File: config.mk
export PLATFORM = sky130hd
export DESIGN_NAME = byte_ring_fifo_overwrite_unit
export DESIGN_NICKNAME = d
export VERILOG_FILES = /design/src/design/brfo_pkg.sv /design/src/design/brfo_regs.sv /design/src/design/brfo_ctrl.sv /design/src/design/brfo_dp.sv /design/src/design/byte_ring_fifo_overwrite_unit.sv
export VERILOG_INCLUDE_DIRS = /design/src /design/src/design
export SDC_FILE = /design/constraint.sdc
export NUM_CORES = 2
export LEC_CHECK = 0
export BUFFER_PORTS_ARGS = -buffer_cell sky130_fd_sc_hd__buf_2
export CORE_UTILIZATION = 55
export DETAILED_ROUTE_END_ITERATION = 6
export HOLD_SLACK_MARGIN = 0.08
export PLACE_DENSITY_LB_ADDON = 0.25
export SLEW_MARGIN = 20
export SYNTH_ARGS = -nofsm -noshare
export SYNTH_HDL_FRONTEND = slang
export SYNTH_SLANG_ARGS = --single-unit
File: constraint.sdc
create_clock -name clk -period 6.6 [get_ports clk]
set_input_delay 1.65 -clock clk [delete_from_list [all_inputs] [get_ports clk]]
set_output_delay 1.65 -clock clk [all_outputs]
set_load 0.02 [all_outputs]
File: src/design/byte_ring_fifo_overwrite_unit_macros.svh
// ----------------------------------------------------------------------------
// Byte ring FIFO assertion macros
// Shorthand for the concurrent checks used inside the RTL modules. The checks
// compile away when SYNTH is defined.
// ----------------------------------------------------------------------------
`ifndef BYTE_RING_FIFO_OVERWRITE_UNIT_MACROS_SVH
`define BYTE_RING_FIFO_OVERWRITE_UNIT_MACROS_SVH
`ifndef SYNTH
// A property that must hold at every clock edge outside reset.
`define BRFO_ASSERT(lbl, prop, msg) \
	lbl: assert property (@(posedge clk) disable iff (!arst_n) (prop)) \
		else $error(msg);
// When the first expression holds, the second must hold in the next cycle.
`define BRFO_ASSERT_NEXT(lbl, ante, cons, msg) \
	lbl: assert property (@(posedge clk) disable iff (!arst_n) (ante) |=> (cons)) \
		else $error(msg);
`else
`define BRFO_ASSERT(lbl, prop, msg)
`define BRFO_ASSERT_NEXT(lbl, ante, cons, msg)
`endif
`endif

File: src/design/brfo_pkg.sv
// ----------------------------------------------------------------------------
// Byte ring FIFO package
// Command and status codes, transaction payload types and the control and
// status structs shared by the controller and the datapath.
// ----------------------------------------------------------------------------
package brfo_pkg;

	localparam int LEVEL_W    = 9;
	localparam int COUNT_W    = 7;
	localparam int BYTE_W     = 8;
	localparam int CMD_W      = 3;
	localparam int STATUS_W   = 2;
	localparam int CFG_ADDR_W = 3;
	localparam int CFG_DATA_W = 32;

	// Register indexes, taken from paddr[2].
	localparam logic REG_OVERWRITE = 1'b0;
	localparam logic REG_CAPACITY  = 1'b1;

	localparam logic [LEVEL_W-1:0] CAPACITY_RESET = 9'd256;

	typedef enum logic [CMD_W-1:0] {
		CMD_WRITE = 3'd0,
		CMD_READ  = 3'd1,
		CMD_PEEK  = 3'd2,
		CMD_SKIP  = 3'd3,
		CMD_CLEAR = 3'd4
	} cmd_e_t;

	typedef enum logic [STATUS_W-1:0] {
		ST_OK          = 2'd0,
		ST_NONE        = 2'd1,
		ST_DROPPED     = 2'd2,
		ST_OVERWRITTEN = 2'd3
	} status_e_t;

	typedef enum logic {
		S_IDLE  = 1'b0,
		S_BURST = 1'b1
	} ctrl_state_t;

	typedef struct packed {
		logic [CMD_W-1:0]   command;
		logic [BYTE_W-1:0]  data_byte;
		logic [COUNT_W-1:0] request_count;
	} in_item_t;

	typedef struct packed {
		logic [BYTE_W-1:0]   out_byte;
		logic                has_byte;
		logic [STATUS_W-1:0] status;
		logic [COUNT_W-1:0]  moved_count;
		logic [LEVEL_W-1:0]  fill_level;
		logic [LEVEL_W-1:0]  free_space;
		logic                is_last;
	} out_item_t;

	// Controller to datapath.
	typedef struct packed {
		logic accept;  // execute the command on the input port
		logic step;    // fetch the next byte of a read or peek burst
		logic last;    // the result loaded now closes the command
	} ctrl_cmd_t;

	// Datapath to controller.
	typedef struct packed {
		logic               is_burst;  // read or peek that delivers bytes
		logic [COUNT_W-1:0] burst_n;   // bytes the command will deliver
	} dp_status_t;

endpackage

File: src/design/brfo_regs.sv
// ----------------------------------------------------------------------------
// Byte ring FIFO configuration registers
// APB-style register file holding the overwrite mode and the capacity.
// ----------------------------------------------------------------------------
module brfo_regs (
	input  logic                                clk,
	input  logic                                arst_n,
	input  logic                                psel,
	input  logic                                penable,
	input  logic                                pwrite,
	input  logic [brfo_pkg::CFG_ADDR_W-1:0]     paddr,
	input  logic [brfo_pkg::CFG_DATA_W-1:0]     pwdata,
	output logic [brfo_pkg::CFG_DATA_W-1:0]     prdata,
	output logic                                pready,
	output logic                                overwrite_mode,
	output logic [brfo_pkg::LEVEL_W-1:0]        capacity
);

	logic                         overwrite_q;
	logic [brfo_pkg::LEVEL_W-1:0] capacity_q;
	logic                         wr_en;

	assign pready = 1'b1;
	assign wr_en  = psel && penable && pwrite;

	always_ff @(posedge clk or negedge arst_n) begin
		if (!arst_n) begin
			overwrite_q <= 1'b0;
			capacity_q  <= brfo_pkg::CAPACITY_RESET;
		end else if (wr_en) begin
			if (paddr[2] == brfo_pkg::REG_CAPACITY) begin
				capacity_q <= pwdata[brfo_pkg::LEVEL_W-1:0];
			end else begin
				overwrite_q <= pwdata[0];
			end
		end
	end

	always_comb begin
		if (paddr[2] == brfo_pkg::REG_CAPACITY) begin
			prdata = {{(brfo_pkg::CFG_DATA_W-brfo_pkg::LEVEL_W){1'b0}}, capacity_q};
		end else begin
			prdata = {{(brfo_pkg::CFG_DATA_W-1){1'b0}}, overwrite_q};
		end
	end

	assign overwrite_mode = overwrite_q;
	assign capacity       = capacity_q;

endmodule

File: src/design/brfo_ctrl.sv
// ----------------------------------------------------------------------------
// Byte ring FIFO controller
// Sequences commands and read bursts and owns the result valid flag.
// ----------------------------------------------------------------------------
`include "byte_ring_fifo_overwrite_unit_macros.svh"

module brfo_ctrl (
	input  logic                   clk,
	input  logic                   arst_n,
	input  logic                   item_valid,
	output logic                   item_ready,
	output logic                   result_valid,
	input  logic                   result_ready,
	input  brfo_pkg::dp_status_t   st,
	output brfo_pkg::ctrl_cmd_t    cmd
);

	brfo_pkg::ctrl_state_t          state_q, state_d;
	logic [brfo_pkg::COUNT_W-1:0]   remain_q, remain_d;
	logic                           valid_q;
	logic                           slot_free;

	// The result register can take a new result when empty or being drained.
	assign slot_free = !valid_q || result_ready;

	always_ff @(posedge clk or negedge arst_n) begin
		if (!arst_n) begin
			state_q  <= brfo_pkg::S_IDLE;
			remain_q <= '0;
			valid_q  <= 1'b0;
		end else begin
			state_q  <= state_d;
			remain_q <= remain_d;
			if (cmd.accept || cmd.step) begin
				valid_q <= 1'b1;
			end else if (result_ready) begin
				valid_q <= 1'b0;
			end
		end
	end

	always_comb begin
		state_d    = state_q;
		remain_d   = remain_q;
		cmd        = '0;
		item_ready = 1'b0;
		case (state_q)
			brfo_pkg::S_IDLE: begin
				item_ready = slot_free;
				cmd.accept = item_valid && slot_free;
				cmd.last   = !(st.is_burst && (st.burst_n > 7'd1));
				if (cmd.accept && !cmd.last) begin
					state_d  = brfo_pkg::S_BURST;
					remain_d = st.burst_n - 7'd1;
				end
			end
			brfo_pkg::S_BURST: begin
				cmd.step = slot_free;
				cmd.last = (remain_q == 7'd1);
				if (cmd.step) begin
					remain_d = remain_q - 7'd1;
					if (cmd.last) begin
						state_d = brfo_pkg::S_IDLE;
					end
				end
			end
			default: begin
				state_d = brfo_pkg::S_IDLE;
			end
		endcase
	end

	assign result_valid = valid_q;

	`BRFO_ASSERT_NEXT(a_burst_entry, cmd.accept && !cmd.last, state_q == brfo_pkg::S_BURST, "multi-byte burst did not start")
	`BRFO_ASSERT(a_burst_count, (state_q == brfo_pkg::S_BURST) |-> (remain_q != '0), "burst running with no bytes left")
	`BRFO_ASSERT_NEXT(a_burst_exit, cmd.step && cmd.last, state_q == brfo_pkg::S_IDLE, "burst did not end after its last byte")

endmodule

File: src/design/brfo_dp.sv
// ----------------------------------------------------------------------------
// Byte ring FIFO datapath
// Pointers, fill level, byte memory and the result register.
// ----------------------------------------------------------------------------
`include "byte_ring_fifo_overwrite_unit_macros.svh"

module brfo_dp #(
	parameter int STORE_DEPTH = 256,
	parameter int MAX_BURST   = 64
) (
	input  logic                 clk,
	input  logic                 arst_n,
	input  brfo_pkg::in_item_t   item,
	input  brfo_pkg::ctrl_cmd_t  cmd,
	input  logic                 overwrite_mode,
	input  logic [brfo_pkg::LEVEL_W-1:0] capacity,
	output brfo_pkg::dp_status_t st,
	output brfo_pkg::out_item_t  result
);

	localparam int PW = $clog2(STORE_DEPTH);
	localparam int CW = ((PW > brfo_pkg::LEVEL_W) ? PW : brfo_pkg::LEVEL_W) + 1;
	localparam logic [brfo_pkg::LEVEL_W-1:0] RESET_CAP =
		(STORE_DEPTH < 256) ? brfo_pkg::LEVEL_W'(STORE_DEPTH) : brfo_pkg::CAPACITY_RESET;

	logic [PW-1:0]                 wr_ptr_q, wr_ptr_d;
	logic [PW-1:0]                 rd_ptr_q, rd_ptr_d;
	logic [PW-1:0]                 burst_ptr_q;
	logic [brfo_pkg::LEVEL_W-1:0]  held_q, held_d;
	logic [brfo_pkg::LEVEL_W-1:0]  cap_q, cap_d;
	logic [brfo_pkg::LEVEL_W-1:0]  lim_cap;
	logic [brfo_pkg::LEVEL_W-1:0]  req_lvl, lim;
	logic [brfo_pkg::COUNT_W-1:0]  n;
	logic [PW-1:0]                 rd_wrap;
	logic                          full;
	logic                          mem_we;
	logic                          is_burst;
	logic                          rd_en;
	logic [PW-1:0]                 raddr;

	logic [brfo_pkg::BYTE_W-1:0]   mem [STORE_DEPTH];
	logic [brfo_pkg::BYTE_W-1:0]   rdata_q;

	logic                          has_q, has_d;
	logic [brfo_pkg::STATUS_W-1:0] status_q;
	brfo_pkg::status_e_t           status_d;
	logic [brfo_pkg::COUNT_W-1:0]  moved_q, moved_d;
	logic [brfo_pkg::LEVEL_W-1:0]  fill_q, free_q, free_d;
	logic                          last_q;

	function automatic logic [PW-1:0] adv(input logic [PW-1:0] p,
		input logic [brfo_pkg::LEVEL_W-1:0] c);
		logic [CW-1:0] s;
		s = CW'(p) + CW'(1);
		return (s >= CW'(c)) ? '0 : s[PW-1:0];
	endfunction

	// p + k stays below twice the capacity, so one subtract wraps it.
	function automatic logic [PW-1:0] wrap_add(input logic [PW-1:0] p,
		input logic [brfo_pkg::COUNT_W-1:0] k, input logic [brfo_pkg::LEVEL_W-1:0] c);
		logic [CW-1:0] s;
		s = CW'(p) + CW'(k);
		if (s >= CW'(c)) begin
			s = s - CW'(c);
		end
		return s[PW-1:0];
	endfunction

	always_comb begin
		if (capacity == '0) begin
			lim_cap = brfo_pkg::LEVEL_W'(1);
		end else if (CW'(capacity) > CW'(STORE_DEPTH)) begin
			lim_cap = brfo_pkg::LEVEL_W'(STORE_DEPTH);
		end else begin
			lim_cap = capacity;
		end
	end

	assign full    = (held_q >= cap_q);
	assign req_lvl = brfo_pkg::LEVEL_W'(item.request_count);

	always_comb begin
		lim = (held_q < req_lvl) ? held_q : req_lvl;
		if (lim > brfo_pkg::LEVEL_W'(MAX_BURST)) begin
			lim = brfo_pkg::LEVEL_W'(MAX_BURST);
		end
		n = lim[brfo_pkg::COUNT_W-1:0];
	end

	assign rd_wrap = wrap_add(rd_ptr_q, n, cap_q);

	always_comb begin
		wr_ptr_d = wr_ptr_q;
		rd_ptr_d = rd_ptr_q;
		held_d   = held_q;
		cap_d    = cap_q;
		status_d = brfo_pkg::ST_NONE;
		moved_d  = '0;
		has_d    = 1'b0;
		mem_we   = 1'b0;
		is_burst = 1'b0;
		case (brfo_pkg::cmd_e_t'(item.command))
			brfo_pkg::CMD_WRITE: begin
				if (full && !overwrite_mode) begin
					status_d = brfo_pkg::ST_DROPPED;
				end else begin
					mem_we   = 1'b1;
					wr_ptr_d = adv(wr_ptr_q, cap_q);
					moved_d  = brfo_pkg::COUNT_W'(1);
					if (full) begin
						// The oldest byte makes room; the level stays at capacity.
						rd_ptr_d = adv(rd_ptr_q, cap_q);
						status_d = brfo_pkg::ST_OVERWRITTEN;
					end else begin
						held_d   = held_q + brfo_pkg::LEVEL_W'(1);
						status_d = brfo_pkg::ST_OK;
					end
				end
			end
			brfo_pkg::CMD_READ, brfo_pkg::CMD_PEEK: begin
				if (n != '0) begin
					is_burst = 1'b1;
					has_d    = 1'b1;
					status_d = brfo_pkg::ST_OK;
					moved_d  = n;
					if (brfo_pkg::cmd_e_t'(item.command) == brfo_pkg::CMD_READ) begin
						rd_ptr_d = rd_wrap;
						held_d   = held_q - brfo_pkg::LEVEL_W'(n);
					end
				end
			end
			brfo_pkg::CMD_SKIP: begin
				if (n != '0) begin
					rd_ptr_d = rd_wrap;
					held_d   = held_q - brfo_pkg::LEVEL_W'(n);
					status_d = brfo_pkg::ST_OK;
					moved_d  = n;
				end
			end
			brfo_pkg::CMD_CLEAR: begin
				wr_ptr_d = '0;
				rd_ptr_d = '0;
				held_d   = '0;
				cap_d    = lim_cap;
				status_d = brfo_pkg::ST_OK;
			end
			default: begin
				status_d = brfo_pkg::ST_NONE;
			end
		endcase
		free_d = cap_d - held_d;
	end

	assign st.is_burst = is_burst;
	assign st.burst_n  = n;

	// The first byte is fetched with the command, later ones one per step.
	assign rd_en = (cmd.accept && is_burst) || cmd.step;
	assign raddr = cmd.accept ? rd_ptr_q : burst_ptr_q;

	always_ff @(posedge clk) begin
		if (cmd.accept && mem_we) begin
			mem[wr_ptr_q] <= item.data_byte;
		end
	end

	always_ff @(posedge clk) begin
		if (rd_en) begin
			rdata_q <= mem[raddr];
		end
	end

	always_ff @(posedge clk or negedge arst_n) begin
		if (!arst_n) begin
			wr_ptr_q <= '0;
			rd_ptr_q <= '0;
			held_q   <= '0;
			cap_q    <= RESET_CAP;
		end else if (cmd.accept) begin
			wr_ptr_q <= wr_ptr_d;
			rd_ptr_q <= rd_ptr_d;
			held_q   <= held_d;
			cap_q    <= cap_d;
		end
	end

	always_ff @(posedge clk) begin
		if (cmd.accept) begin
			burst_ptr_q <= adv(rd_ptr_q, cap_q);
			has_q       <= has_d;
			status_q    <= status_d;
			moved_q     <= moved_d;
			fill_q      <= held_d;
			free_q      <= free_d;
			last_q      <= cmd.last;
		end else if (cmd.step) begin
			burst_ptr_q <= adv(burst_ptr_q, cap_q);
			last_q      <= cmd.last;
		end
	end

	assign result.out_byte    = has_q ? rdata_q : '0;
	assign result.has_byte    = has_q;
	assign result.status      = status_q;
	assign result.moved_count = moved_q;
	assign result.fill_level  = fill_q;
	assign result.free_space  = free_q;
	assign result.is_last     = last_q;

	`BRFO_ASSERT(a_level_bound, held_q <= cap_q, "fill level above active capacity")
	`BRFO_ASSERT(a_ptr_bound, (CW'(rd_ptr_q) < CW'(cap_q)) && (CW'(wr_ptr_q) < CW'(cap_q)), "pointer beyond wrap point")

endmodule

File: src/design/byte_ring_fifo_overwrite_unit.sv
// ----------------------------------------------------------------------------
// Byte ring FIFO with overwrite
// Circular byte buffer driven by write, read, peek, skip and clear commands.
// ----------------------------------------------------------------------------
// Write, skip, clear and commands that move nothing finish on acceptance, so a
// stream of them is accepted back to back while results are drained. A read or
// peek that delivers n bytes (n limited to the fill level and to MAX_BURST)
// holds the block while the single read port of the byte memory fetches one
// byte per cycle while the result register is free, and then takes new commands.
// Every result of a read or peek already reports the fill level and free
// space after the command. A new capacity written over the register port
// takes effect only at the next clear command; the memory needs no clearing
// pass after reset, and bytes are read back only after they were written.
module byte_ring_fifo_overwrite_unit #(
	parameter int STORE_DEPTH = 256,
	parameter int MAX_BURST   = 64
) (
	input  logic                             clk,
	input  logic                             arst_n,
	input  logic                             item_valid,
	output logic                             item_ready,
	input  brfo_pkg::in_item_t               item,
	output logic                             result_valid,
	input  logic                             result_ready,
	output brfo_pkg::out_item_t              result,
	input  logic                             psel,
	input  logic                             penable,
	input  logic                             pwrite,
	input  logic [brfo_pkg::CFG_ADDR_W-1:0]  paddr,
	input  logic [brfo_pkg::CFG_DATA_W-1:0]  pwdata,
	output logic [brfo_pkg::CFG_DATA_W-1:0]  prdata,
	output logic                             pready
);

	logic                         overwrite_mode;
	logic [brfo_pkg::LEVEL_W-1:0] capacity;
	brfo_pkg::ctrl_cmd_t          cmd;
	brfo_pkg::dp_status_t         st;

	brfo_regs u_regs (
		.clk            (clk),
		.arst_n         (arst_n),
		.psel           (psel),
		.penable        (penable),
		.pwrite         (pwrite),
		.paddr          (paddr),
		.pwdata         (pwdata),
		.prdata         (prdata),
		.pready         (pready),
		.overwrite_mode (overwrite_mode),
		.capacity       (capacity)
	);

	brfo_ctrl u_ctrl (
		.clk          (clk),
		.arst_n       (arst_n),
		.item_valid   (item_valid),
		.item_ready   (item_ready),
		.result_valid (result_valid),
		.result_ready (result_ready),
		.st           (st),
		.cmd          (cmd)
	);

	brfo_dp #(
		.STORE_DEPTH (STORE_DEPTH),
		.MAX_BURST   (MAX_BURST)
	) u_dp (
		.clk            (clk),
		.arst_n         (arst_n),
		.item           (item),
		.cmd            (cmd),
		.overwrite_mode (overwrite_mode),
		.capacity       (capacity),
		.st             (st),
		.result         (result)
	);

endmodule
==> run metrics <==
WL final 223000 µm; Max Cap Viol 0; Startpoint Class primary input; Gate Count Post-Synth between 5000 and 6000; Placed Cells 7720; count leader, synth edfxtp_1; global-route wire length before repair between 300000 and 400000 µm; period utilization between 80 and 90%; EDFF count, synth approximately 2100; Setup Viol. Count Final 0; fill count approximately 12000; vias in the first global route 49900; Placeable Area about 160000 µm²; hold_buf cts 0; worst-margin pin slew roughly 1100 ps; dominant synthesized flop cell edfxtp_1; largest net degree at the start of global routing between 150 and 200; unrepaired setup endpoints after global routing no; nets 6005; largest cells by area after synthesis edfxtp_1, mux4_2, nand2_1, mux2i_1, nand3_1; Yosys reg bits ~2100; multi-input logic area approximately 22000 µm²; Synth top area share a little over 70%; DR WL/cell 27.5 µm; Setup WS pre-CTS -72.4 ps; Synth area leader edfxtp_1; reg-to-reg endpoint u_dp.free_q[8]; hpwl dp 133000 µm; router iterations before antenna repair 6; worst clock skew between 40 and 50 ps; crit path DAT 6470 ps; register area 64200 µm²; CP endpoint kind flip-flop; DR vias ~50000; Max H-tree Level 4; Clk Latency, worst-skew pair ~840 ps; commonest cells in the netlist edfxtp_1, nand2_1, nor2_1; Mapped Area between 80000 and 90000 µm²; status completed; Slew headroom between 20% and 30%; Die Height a little over 400 µm; io pins ~130; crit path to u_dp.free_q[8]; R2R Path Start u_dp.held_q[5]; Std-Cell Rows ~150; drt initial violations around 6100; Starting Density a little under three fifths; gr usage total between 20 and 30%; r2r setup slk roughly 1100 ps; setup repair bufs after CTS 0; Area Growth Syn to Fin 11.1%; WHS between 500 and 600 ps; non-filler cells in the finished layout just over 8000; drt via density between 6 and 7; Crit path required time between 7000 and 8000 ps; Root Buffer clkbuf_16; crit path max fanout 5; gpl congestion 0.902; Remaining Overflow, GRT 0; Max Clk Rate between 150 and 200 MHz; setup ws final between 700 and 800 ps; DRT antenna net count 0; min Tclk post-route 5890 ps; layout cells sized above 1 ~14%; Syn. warnings 0; crit path from item[6]; Leak about 0.032 µW; die area between 150000 and 200000 µm²; CTS clk-pin slew, worst paths roughly 60 ps; R2R cell count 22; total power between 40000 and 50000 µW; sequential share of the synthesized area roughly 73%; HP Class flip-flop to flip-flop; CTS tree yes; CTS resizes 0; worst vdd ir 0.000395 V; Die W 402 µm; initial antenna violation count 3; Clock Tree Buf Depth 3; post-synth cell types 90; cts bufs inserted a little over 200; final hold violation count 0; DRC 0; port buffer count approximately 80; clk sinks around 2100; Async SR Flop Fraction 2.47%; max-slew violations 0; Power Dens Cells between 400 and 500 nW/µm²; critical path class primary input to flip-flop; Post-Syn Area per Cell ~15 µm²
==> cell type report <==
| class | instances | area share [%] |
|---|---|---|
| diodes | 3 | 0.00767 |
| clock inverters | 124 | 1.09 |
| repair buffers | 293 | 2.59 |
| clock buffers | 257 | 5.53 |
| multi-input cells | 3147 | 22.3 |
| flip-flops and latches | 2146 | 65.6 |
| inverters | 62 | 0.238 |
| well taps | 2072 | 2.65 |
==> through the flow <==
step,setup TNS [ps],instance area (µm²),utilization (%)
after detailed placement,-173,91400,57.6
after global placement,-43.5,91400,57.6
after global routing,0,97800,61.7
after CTS,0,97800,61.7
after floorplan,0,88100,-
final,0,97800,61.7
==> cell usage in the layout, fill, tap and decap left out, drive strengths merged, types with 13 or more instances in the layout <==
cell type	netlist	layout
ha	84	84
nor4b	18	18
a22oi	33	33
nor3	41	41
a22o	16	16
xnor2	33	33
mux2i	209	209
mux4	216	216
a31oi	100	100
xor2	21	21
dfrtp	51	51
nand2	877	877
a311oi	50	50
and2	20	20
nor2	349	349
inv	61	68
edfxtp	2093	2093
a32oi	65	65
a21o	22	22
clkbuf	130	257
a21oi	223	223
a211oi	46	46
o22ai	81	81
o21ai	91	91
buf	234	293
bufinv	0	15
clkinv	1	101
nor2b	17	17
conb	2	24
nor4	30	30
and3	48	48
nand3	281	281
mux2	13	13
nand4	40	40
==> worst min-delay path by stage <==
stage,from,endpoint,depth (start not counted)
2_1_floorplan,u_dp.cap_q[6],u_dp.cap_q[6],2
3_5_place_dp,u_dp.cap_q[6],u_dp.cap_q[6],2
3_3_place_gp,u_dp.cap_q[6],u_dp.cap_q[6],2
6_report,u_dp.cap_q[6],u_dp.cap_q[6],2
4_1_cts,u_dp.cap_q[6],u_dp.cap_q[6],2
5_1_grt,u_dp.cap_q[6],u_dp.cap_q[6],2
==> sequential cells by signal, summed over array words and instances (netlist names), 8 cells and up <==
register	count
u_dp.mem	2048
u_dp.cap_q	9
u_dp.fill_q	9
u_dp.free_q	9
u_dp.held_q	9
u_regs.capacity	9
u_dp.burst_ptr_q	8
u_dp.rd_ptr_q	8
u_dp.rdata_q	8
u_dp.wr_ptr_q	8
==> per-layer routing <==
metal	GRT usage, %	share of wire, %	vias up
met1	39.2	40	26100
met5	0	0.0054	-
met3	5.46	9.9	392
met2	42.6	47	2610
met4	9.29	3.2	2
li1	-	-	22300
==> power by group <==
group,internal (µW),switching [µW]
Combinational,5610,9350
Clock,6400,5020
Sequential,15300,314
==> worst max-delay path, stage by stage <==
cell and delay, ps:
buf_2 90, inv_1 50, ha_1 320, a2111oi_2 310, o21ai_1 160, a21oi_4 220, mux2i_1 280, buf_4 160
buf_4 120, inv_1 90, fa_1 520, nor2_1 140, a21oi_1 50, o31ai_1 310, o21a_1 180, o22ai_1 150
fa_1 460, a21o_1 170, a21oi_1 190, nor2_1 80, a211oi_1 340, maj3_1 240, o21bai_2 70, xnor2_1 130
==> cells by family after synthesis <==
logic type	after synthesis	synth area share [%]
buffers and inverters	426	2.49
flip-flops	2146	72.9
other	2	0.00853
adder cells (fa/ha/maj)	90	1.31
AND/OR/NAND/NOR	1766	8.88
XOR/XNOR	54	0.537
AO/OA/AOI/OAI	775	5.79
multiplexers	438	8.09
Note: power is estimated with default switching activity, not from simulation.
